[src/design/bbrt_pkg.sv]
// Shared constants and types of the bad block remap table.
// No dependencies; every other design file imports this package.
`default_nettype none

package bbrt_pkg;

	localparam int MaxSpare    = 16;
	localparam int SpareIdxW   = $clog2(MaxSpare);
	localparam int SpareCntW   = $clog2(MaxSpare + 1);
	localparam int OffsetW     = 48;
	localparam int BlockW      = 32;
	localparam int CfgW        = 5;
	localparam int LogPosW     = 8;
	localparam int RecordBytes = 8;
	localparam int InBlockW    = 31;
	localparam int SumW        = OffsetW + 1;

	localparam logic [CfgW-1:0] SpareBlocksRst = CfgW'(8);
	localparam logic [CfgW-1:0] BlockShiftRst  = CfgW'(12);

	typedef enum logic {
		KindTranslate = 1'b0,
		KindRemap     = 1'b1
	} kind_t;

	typedef enum logic {
		StatusOk      = 1'b0,
		StatusNoSpare = 1'b1
	} status_t;

	typedef enum logic [0:0] {
		RegSpareBlocks = 1'b0,
		RegBlockShift  = 1'b1
	} cfg_reg_t;

	typedef struct packed {
		logic load_in;
		logic calc_addr;
		logic finish;
	} bbrt_cmd_t;

	typedef struct packed {
		logic out_free;
	} bbrt_stat_t;

endpackage

`default_nettype wire

[src/design/bbrt_if.sv]
// Valid/ready channels for requests and results of the remap table.
// Depends on bbrt_pkg for the field widths.
`default_nettype none

interface bbrt_in_if import bbrt_pkg::*; ();
	logic                     valid;
	logic                     ready;
	logic                     kind;
	logic [OffsetW-1:0]       offset;

	modport source (output valid, output kind, output offset, input ready);
	modport sink   (input valid, input kind, input offset, output ready);
endinterface

interface bbrt_out_if import bbrt_pkg::*; ();
	logic                     valid;
	logic                     ready;
	logic [OffsetW-1:0]       phys_offset;
	logic                     status;
	logic                     log_write;
	logic [LogPosW-1:0]       log_offset;
	logic [BlockW-1:0]        log_block;

	modport source (output valid, output phys_offset, output status, output log_write,
		output log_offset, output log_block, input ready);
	modport sink   (input valid, input phys_offset, input status, input log_write,
		input log_offset, input log_block, output ready);
endinterface

`default_nettype wire

[src/design/bbrt_ctrl.sv]
// Sequencer of the remap table: accept, address, match/commit.
// Depends on bbrt_pkg for the command and status structs.
`default_nettype none

module bbrt_ctrl import bbrt_pkg::*; (
	input  wire logic       clk,
	input  wire logic       arst_n,
	input  wire logic       in_valid,
	output logic            in_ready,
	input  wire bbrt_stat_t stat,
	output bbrt_cmd_t       cmd
);

	typedef enum logic [1:0] {
		Idle,
		Addr,
		Match
	} state_t;

	state_t state_q;

	always_ff @(posedge clk or negedge arst_n) begin
		if (!arst_n) begin
			state_q <= Idle;
		end else begin
			unique case (state_q)
				Idle: begin
					if (in_valid) state_q <= Addr;
				end
				Addr: begin
					state_q <= Match;
				end
				Match: begin
					if (stat.out_free) state_q <= Idle;
				end
				default: begin
					state_q <= Idle;
				end
			endcase
		end
	end

	always_comb begin
		in_ready      = (state_q == Idle);
		cmd.load_in   = (state_q == Idle) && in_valid;
		cmd.calc_addr = (state_q == Addr);
		cmd.finish    = (state_q == Match) && stat.out_free;
	end

`ifndef SYNTHESIS
	a_accept_to_addr: assert property (@(posedge clk) disable iff (!arst_n)
		cmd.load_in |=> state_q == Addr)
		else $error("accepted request did not advance to address stage");
`endif

endmodule

`default_nettype wire

[src/design/bbrt_dp.sv]
// Datapath of the remap table: configuration, address arithmetic,
// remap entries with parallel match, spare and log counters, result register.
// Depends on bbrt_pkg.
`default_nettype none

module bbrt_dp import bbrt_pkg::*; (
	input  wire logic                 clk,
	input  wire logic                 arst_n,
	input  wire bbrt_cmd_t            cmd,
	output bbrt_stat_t                stat,
	input  wire logic                 cfg_we,
	input  wire cfg_reg_t             cfg_index,
	input  wire logic [CfgW-1:0]      cfg_data,
	input  wire logic                 in_kind,
	input  wire logic [OffsetW-1:0]   in_offset,
	input  wire logic                 out_ready,
	output logic                      out_valid,
	output logic [OffsetW-1:0]        out_phys_offset,
	output logic                      out_status,
	output logic                      out_log_write,
	output logic [LogPosW-1:0]        out_log_offset,
	output logic [BlockW-1:0]         out_log_block
);

	logic [CfgW-1:0]      spare_blocks_q;
	logic [CfgW-1:0]      block_shift_q;
	logic [SpareCntW-1:0] next_spare_q;
	logic [LogPosW-1:0]   log_pos_q;
	logic [BlockW-1:0]    remap_q [MaxSpare];

	logic                 kind_s1;
	logic [OffsetW-1:0]   offset_s1;
	logic                 kind_s2;
	logic [BlockW-1:0]    blk_s2;
	logic [InBlockW-1:0]  in_block_s2;
	logic [OffsetW-1:0]   sh_s2;

	logic                 out_valid_q;
	logic [OffsetW-1:0]   phys_q;
	logic                 status_q;
	logic                 log_write_q;
	logic [LogPosW-1:0]   log_offset_q;
	logic [BlockW-1:0]    log_block_q;

	logic [SumW-1:0]      sum;
	logic [SumW-1:0]      in_mask;
	logic                 hit;
	logic [SpareIdxW-1:0] hit_idx;
	logic [SpareIdxW-1:0] sel_idx;
	logic [OffsetW-1:0]   spare_offset;
	logic                 exhausted;
	logic                 do_remap;

	// Address arithmetic
	always_comb begin
		sum     = {1'b0, offset_s1} + (SumW'(spare_blocks_q) << block_shift_q);
		in_mask = (SumW'(1) << block_shift_q) - SumW'(1);
	end

	// Newest matching spare wins
	always_comb begin
		hit     = 1'b0;
		hit_idx = '0;
		for (int j = 1; j < MaxSpare; j++) begin
			if (SpareCntW'(j) < next_spare_q && remap_q[j] == blk_s2) begin
				hit     = 1'b1;
				hit_idx = SpareIdxW'(j);
			end
		end
	end

	always_comb begin
		exhausted    = (next_spare_q >= SpareCntW'(spare_blocks_q)) ||
			(next_spare_q >= SpareCntW'(MaxSpare));
		do_remap     = cmd.finish && (kind_s2 == KindRemap) && !exhausted;
		sel_idx      = (kind_s2 == KindRemap) ? next_spare_q[SpareIdxW-1:0] : hit_idx;
		spare_offset = (OffsetW'(sel_idx) << block_shift_q) + OffsetW'(in_block_s2);
		stat.out_free = !out_valid_q || out_ready;
	end

	always_ff @(posedge clk or negedge arst_n) begin
		if (!arst_n) begin
			spare_blocks_q <= SpareBlocksRst;
			block_shift_q  <= BlockShiftRst;
			next_spare_q   <= SpareCntW'(1);
			log_pos_q      <= '0;
			out_valid_q    <= 1'b0;
		end else begin
			if (cfg_we) begin
				unique case (cfg_index)
					RegSpareBlocks: spare_blocks_q <= cfg_data;
					RegBlockShift:  block_shift_q  <= cfg_data;
					default: ;
				endcase
			end
			if (do_remap) begin
				next_spare_q <= next_spare_q + SpareCntW'(1);
				log_pos_q    <= log_pos_q + LogPosW'(RecordBytes);
			end
			if (cmd.finish) begin
				out_valid_q <= 1'b1;
			end else if (out_ready) begin
				out_valid_q <= 1'b0;
			end
		end
	end

	always_ff @(posedge clk) begin
		if (cmd.load_in) begin
			kind_s1   <= in_kind;
			offset_s1 <= in_offset;
		end
		if (cmd.calc_addr) begin
			kind_s2     <= kind_s1;
			blk_s2      <= BlockW'(sum >> block_shift_q);
			in_block_s2 <= InBlockW'(sum & in_mask);
			sh_s2       <= sum[OffsetW-1:0];
		end
		if (do_remap) begin
			remap_q[next_spare_q[SpareIdxW-1:0]] <= blk_s2;
		end
		if (cmd.finish) begin
			phys_q       <= '0;
			status_q     <= StatusOk;
			log_write_q  <= 1'b0;
			log_offset_q <= '0;
			log_block_q  <= '0;
			if (kind_s2 == KindTranslate) begin
				phys_q <= hit ? spare_offset : sh_s2;
			end else if (exhausted) begin
				status_q <= StatusNoSpare;
			end else begin
				phys_q       <= spare_offset;
				log_write_q  <= 1'b1;
				log_offset_q <= log_pos_q;
				log_block_q  <= blk_s2;
			end
		end
	end

	always_comb begin
		out_valid       = out_valid_q;
		out_phys_offset = phys_q;
		out_status      = status_q;
		out_log_write   = log_write_q;
		out_log_offset  = log_offset_q;
		out_log_block   = log_block_q;
	end

`ifndef SYNTHESIS
	a_next_spare_range: assert property (@(posedge clk) disable iff (!arst_n)
		next_spare_q >= SpareCntW'(1) && next_spare_q <= SpareCntW'(MaxSpare))
		else $error("next spare index out of range");
	a_log_aligned: assert property (@(posedge clk) disable iff (!arst_n)
		log_pos_q[$clog2(RecordBytes)-1:0] == '0)
		else $error("log position not record aligned");
	a_remap_advance: assert property (@(posedge clk) disable iff (!arst_n)
		do_remap |=> next_spare_q == $past(next_spare_q) + SpareCntW'(1))
		else $error("successful remap did not advance the spare index");
	a_log_write_ok: assert property (@(posedge clk) disable iff (!arst_n)
		out_valid_q && log_write_q |-> status_q == StatusOk)
		else $error("log record reported with no-spare status");
`endif

endmodule

`default_nettype wire

[src/design/bad_block_remap_table_core.sv]
// Bad block remap table: offset translation past the spare area and
// remapping of failed blocks to spares. Built from bbrt_ctrl and bbrt_dp;
// depends on bbrt_pkg and the channel interfaces in bbrt_if.
//
// Usage:
//   in_ch carries requests: kind (translate or remap) and a 48-bit offset.
//   out_ch carries one result per request: physical offset, status, and for
//   a remap the log record position and the block number to record.
//   cfg_we/cfg_index/cfg_data write spare_blocks (index 0) and block_shift
//   (index 1); write them only while no request is in flight.
// Sequencing:
//   A request's result enters the output register once that register is
//   free. The sequencer handles one request at a time: accept, address
//   add/shift, then the 15-entry parallel match and commit. The next request
//   is taken while a finished result waits in the output register; if the
//   receiver stalls, the match step holds until it frees.
// Reset:
//   The remap table starts empty, next spare is 1, log position 0,
//   spare_blocks 8 and block_shift 12. No clearing pass is needed.
`default_nettype none

module bad_block_remap_table_core import bbrt_pkg::*; (
	input  wire logic             clk,
	input  wire logic             arst_n,
	bbrt_in_if.sink               in_ch,
	bbrt_out_if.source            out_ch,
	input  wire logic             cfg_we,
	input  wire cfg_reg_t         cfg_index,
	input  wire logic [CfgW-1:0]  cfg_data
);

	bbrt_cmd_t  cmd;
	bbrt_stat_t stat;

	bbrt_ctrl u_ctrl (
		.clk      (clk),
		.arst_n   (arst_n),
		.in_valid (in_ch.valid),
		.in_ready (in_ch.ready),
		.stat     (stat),
		.cmd      (cmd)
	);

	bbrt_dp u_dp (
		.clk             (clk),
		.arst_n          (arst_n),
		.cmd             (cmd),
		.stat            (stat),
		.cfg_we          (cfg_we),
		.cfg_index       (cfg_index),
		.cfg_data        (cfg_data),
		.in_kind         (in_ch.kind),
		.in_offset       (in_ch.offset),
		.out_ready       (out_ch.ready),
		.out_valid       (out_ch.valid),
		.out_phys_offset (out_ch.phys_offset),
		.out_status      (out_ch.status),
		.out_log_write   (out_ch.log_write),
		.out_log_offset  (out_ch.log_offset),
		.out_log_block   (out_ch.log_block)
	);

endmodule

`default_nettype wire
[src/flat_wrapper.sv]
// flat-port wrapper written by rule: the top's interface ports become plain ports
module bad_block_remap_table_core_flat import bbrt_pkg::*;
  (clk, arst_n, cfg_we, cfg_index, cfg_data, in_ch_valid, in_ch_kind, in_ch_offset, in_ch_ready, out_ch_valid, out_ch_phys_offset, out_ch_status, out_ch_log_write, out_ch_log_offset, out_ch_log_block, out_ch_ready);
  bbrt_in_if in_ch_i ();
  bbrt_out_if out_ch_i ();
  input  wire logic clk;
  input  wire logic arst_n;
  input  wire logic cfg_we;
  input  wire cfg_reg_t cfg_index;
  input  wire logic [CfgW-1:0] cfg_data;
  input wire logic [$bits(in_ch_i.valid)-1:0] in_ch_valid;
  input wire logic [$bits(in_ch_i.kind)-1:0] in_ch_kind;
  input wire logic [$bits(in_ch_i.offset)-1:0] in_ch_offset;
  output wire logic [$bits(in_ch_i.ready)-1:0] in_ch_ready;
  output wire logic [$bits(out_ch_i.valid)-1:0] out_ch_valid;
  output wire logic [$bits(out_ch_i.phys_offset)-1:0] out_ch_phys_offset;
  output wire logic [$bits(out_ch_i.status)-1:0] out_ch_status;
  output wire logic [$bits(out_ch_i.log_write)-1:0] out_ch_log_write;
  output wire logic [$bits(out_ch_i.log_offset)-1:0] out_ch_log_offset;
  output wire logic [$bits(out_ch_i.log_block)-1:0] out_ch_log_block;
  input wire logic [$bits(out_ch_i.ready)-1:0] out_ch_ready;
  assign in_ch_i.valid = in_ch_valid;
  assign in_ch_i.kind = in_ch_kind;
  assign in_ch_i.offset = in_ch_offset;
  assign in_ch_ready = in_ch_i.ready;
  assign out_ch_valid = out_ch_i.valid;
  assign out_ch_phys_offset = out_ch_i.phys_offset;
  assign out_ch_status = out_ch_i.status;
  assign out_ch_log_write = out_ch_i.log_write;
  assign out_ch_log_offset = out_ch_i.log_offset;
  assign out_ch_log_block = out_ch_i.log_block;
  assign out_ch_i.ready = out_ch_ready;
  bad_block_remap_table_core u_core (.clk(clk), .arst_n(arst_n), .in_ch(in_ch_i), .out_ch(out_ch_i), .cfg_we(cfg_we), .cfg_index(cfg_index), .cfg_data(cfg_data));
endmodule
[config.mk]
export PLATFORM = sky130hd
export DESIGN_NAME = bad_block_remap_table_core_flat
export DESIGN_NICKNAME = d
export VERILOG_FILES = /design/src/design/bbrt_pkg.sv /design/src/design/bbrt_if.sv /design/src/design/bbrt_ctrl.sv /design/src/design/bbrt_dp.sv /design/src/design/bad_block_remap_table_core.sv /design/src/flat_wrapper.sv
export SDC_FILE = /design/constraint.sdc
export NUM_CORES = 2
export LEC_CHECK = 0
export BUFFER_PORTS_ARGS = -buffer_cell sky130_fd_sc_hd__clkbuf_2
export CAP_MARGIN = 10
export CORE_MARGIN = 3
export CORE_UTILIZATION = 45
export CTS_CLUSTER_DIAMETER = 150
export DETAILED_ROUTE_END_ITERATION = 6
export HOLD_SLACK_MARGIN = 0.05
export PLACE_DENSITY = 0.57
export SLEW_MARGIN = 20
export SYNTH_ARGS = -nofsm -noshare
export SYNTH_HDL_FRONTEND = slang
export SYNTH_SLANG_ARGS = --single-unit
[constraint.sdc]
create_clock -name clk -period 11.22 [get_ports clk]
set_clock_uncertainty 0.15 [all_clocks]
set_input_delay 2.244 -clock clk [delete_from_list [all_inputs] [get_ports clk]]
set_output_delay 2.244 -clock clk [all_outputs]
set_load 0.05 [all_outputs]
==> run metrics <==
DR pass1 iterations 6; power per cell area roughly 210 mW/mm2; final worst path period need between 7 and 8 ns; DRC viols 0; fraction of the cycle the final worst path needs a little over two thirds; post-route ant nets 0; Post-synth top flop edfxtp_1; Die Wd ~300 um; final hold violation count 0; CP cell instances buf_4 > xnor2_1 > nand2_1 > nor4_1 > nand4_1 > a21oi_1 > o2111a_1 > or2_4 > o22ai_2 > a21oi_1 > a2bb2oi_1 > nor2_1 > ha_1 > a21o_1 > a211o_1 > a221o_1 > o2bb2ai_1 > a31oi_1 > o221ai_1 > o41ai_1 > o21a_1 > and4b_1 > xnor2_1 > a21oi_1; fmax between 100 and 150 MHz; Starting Density 45.75%; Ys Warns 0; Tot Pwr around 9.6 mW; CP Capture Type register; Req. time, crit path between 10 and 15 ns; vias per cell just over 6; Setup TNS Final 0 ns; final setup violation count 0; fin. max-slew vios 0; Reg2Reg Setup Slack approximately 3.3 ns; TritonCTS clock tree built; post-synth cell types 100; DRT Wirelength 131900 um; CP Class register to register; Root Buffer clkbuf_16; DR vias approximately 29000; Hold/Removal Path Class register to register; Placed Cells between 4000 and 5000; CP Max Fanout 22; global-route wire length before repair around 190000 um; Reg clk slew, reported paths 0.06 ns; I/O pin cnt about 150; H-tree Lvls 3; post-route insts no fill between 4000 and 5000; Seq/Total Area, Yosys 56.02%; status finished, final reports clean; actual slew at the worst max-slew pin about 1.2 ns; Post-CTS Hold Fix Bufs 0; Synth area leaders edfxtp_1, xnor2_1, xor2_1; Slew headroom between 15 and 20%; Worst Setup Start Kind register; total track usage between 20% and 30%; total core area 0.08756 mm2; slowest CP cell edfxtp_1; site row count 108; maximum VDD drop around 0.00014 V; Die ar. a little over 0.09 mm2; worst-skew pair later-pin latency approximately 0.66 ns; critical path's most frequent cell a21oi_1; Overflow after GRT 0; post-CTS setup buffer count 0; DP Wirelength roughly 90000 um; layout filler cell count ~7700; RSZ-0062 raised after global routing false; Post-synth top cells edfxtp_1, xnor2_1, xor2_1, nand2_1, nor2_1; register bit total from synthesis roughly 750; Resize count post-CTS 0; vias in the first global route 28800; Yosys top cell area share approximately 55%; area leader, netlist edfxtp_1; clk buf depth 3; count leader, synth edfxtp_1; post-layout net count 3644; crit-path max cell delay roughly 0.8 ns; placer congestion estimate roughly 0.95; Async SR Flop Fraction 3.063%; clk sink count between 700 and 800; area grow syn2layout 12.21%; CTS buffer count between 80 and 90; Avg Inst Size Synth around 12 um2; Port Buffers about 150; layout cells sized above 1 13.13%; die height approximately 300 um; Critical Path AT ~8 ns; largest net degree at the start of global routing between 70 and 80; Leak approximately 16 nW; Post-synth EDFFs about 730; Wirelength per Cell roughly 28 um; initial antenna violation count 2; Initial DRC Count just under 3000; Post-Syn Area about 0.040 mm2; post-synthesis instance total approximately 3400; MaxCap Viol Count 0
==> worst paths after layout <==
kind,startpoint,end,cells past startpoint
worst max-delay path,u_core.u_dp.blk_s2[16]$_DFFE_PN_,u_core.u_dp.out_phys_offset[33]$_DFFE_PP_,24
worst min-delay path,u_core.u_dp.kind_s1$_DFFE_PP_,u_core.u_dp.kind_s2$_DFFE_PN_,0
worst max register to register,u_core.u_dp.blk_s2[16]$_DFFE_PN_,u_core.u_dp.out_phys_offset[33]$_DFFE_PP_,24
worst min register to register,u_core.u_dp.kind_s1$_DFFE_PP_,u_core.u_dp.kind_s2$_DFFE_PN_,0
max in group asynchronous,arst_n,u_core.u_dp.block_shift_q[0]$_DFFE_PN0P_,1
min in group asynchronous,arst_n,u_core.u_dp.out_valid$_DFFE_PN0P_,1
==> report_power, final <==
part	total [mW]	switching, mW	internal [mW]
sequential	3.72	0.203	3.52
combinational	3.08	2.18	0.897
clock	2.79	1.18	1.61
total	9.59	3.57	6.03
==> flip-flops by register name, summed over array words and instances (netlist names), 31 cells and up <==
register,count
u_core.u_dp.blk_s2,32
u_core.u_dp.sh_s2,48
u_core.u_dp.in_block_s2,31
u_core.u_dp.offset_s1,48
u_core.u_dp.out_log_block,32
u_core.u_dp.remap_q,480
u_core.u_dp.out_phys_offset,48
==> stage by stage <==
stage          instance area [um2]  hold slack (ns)  worst slack, ns  utilization [%]
6_report                     44950           0.2790            3.277            51.33
5_1_grt                      44950           0.3034            2.836            51.33
4_1_cts                      44940           0.2835            3.405            51.32
3_5_place_dp                 42150           0.2690            3.421            48.14
3_3_place_gp                 42140           0.2674            3.526            48.13
2_1_floorplan                40070           0.2503            2.153                -
==> critical path: cells and delay by family (launching register included) <==
family,cells,cell delay (ns)
simple gates,6,1.34
buf+inv,1,0.50
fa+ha+maj,1,0.38
flops,1,0.80
xor+xnor,2,0.32
compound gates,14,4.15
==> metal layers <==
layer / share of wire (%) / vias up / GRT usage (%)
li1: - / 12930 / -
met5: 0.0099 / - / 0
met1: 41 / 14620 / 36.25
met2: 48 / 1148 / 47.03
met3: 5.6 / 293 / 3.508
met4: 4.9 / 2 / 11.90
==> final cells by class <==
type | instances | area, um2 | share of cell area [%]
clock inverter | 44 | 508.0 | 1.130
multi-input combinational | 2364 | 16610 | 36.96
inverter | 64 | 240.2 | 0.5344
sequential | 751 | 22440 | 49.93
timing repair buffer | 238 | 1414 | 3.145
tap | 1155 | 1445 | 3.215
clock buffer | 110 | 2282 | 5.077
antenna | 1 | 2.502 | 0.005567
==> logic make-up after synthesis <==
logic type / Yosys count / share of synthesized area [%]
xor+xnor: 547 / 12.00
compound gates: 568 / 9.789
simple gates: 1064 / 13.82
buf+inv: 248 / 2.624
mux: 102 / 3.208
other cells: 1 / 0.009361
flops: 751 / 56.02
fa+ha+maj: 80 / 2.536
==> layout by cell type (no fill, tap or decap), types with 24 or more instances in the layout <==
cell type,Yosys,layout
xor2_1,268,267
clkbuf_2,0,149
xnor2_1,277,277
nor4_1,108,108
nor3_1,93,93
edfxtp_1,728,728
nand2_1,219,219
and2_1,93,86
ha_1,78,78
nand3_1,67,67
nand2b_1,24,24
a21oi_1,124,124
nand4_1,126,126
o211ai_1,30,30
a21o_1,43,43
buf_4,3,89
inv_1,56,54
mux2i_1,53,53
mux2_2,31,31
o31ai_1,25,25
clkbuf_16,0,86
a211oi_1,24,24
nor2_1,203,200
o21ai_0,97,97
(Power assumes the default switching activity.)
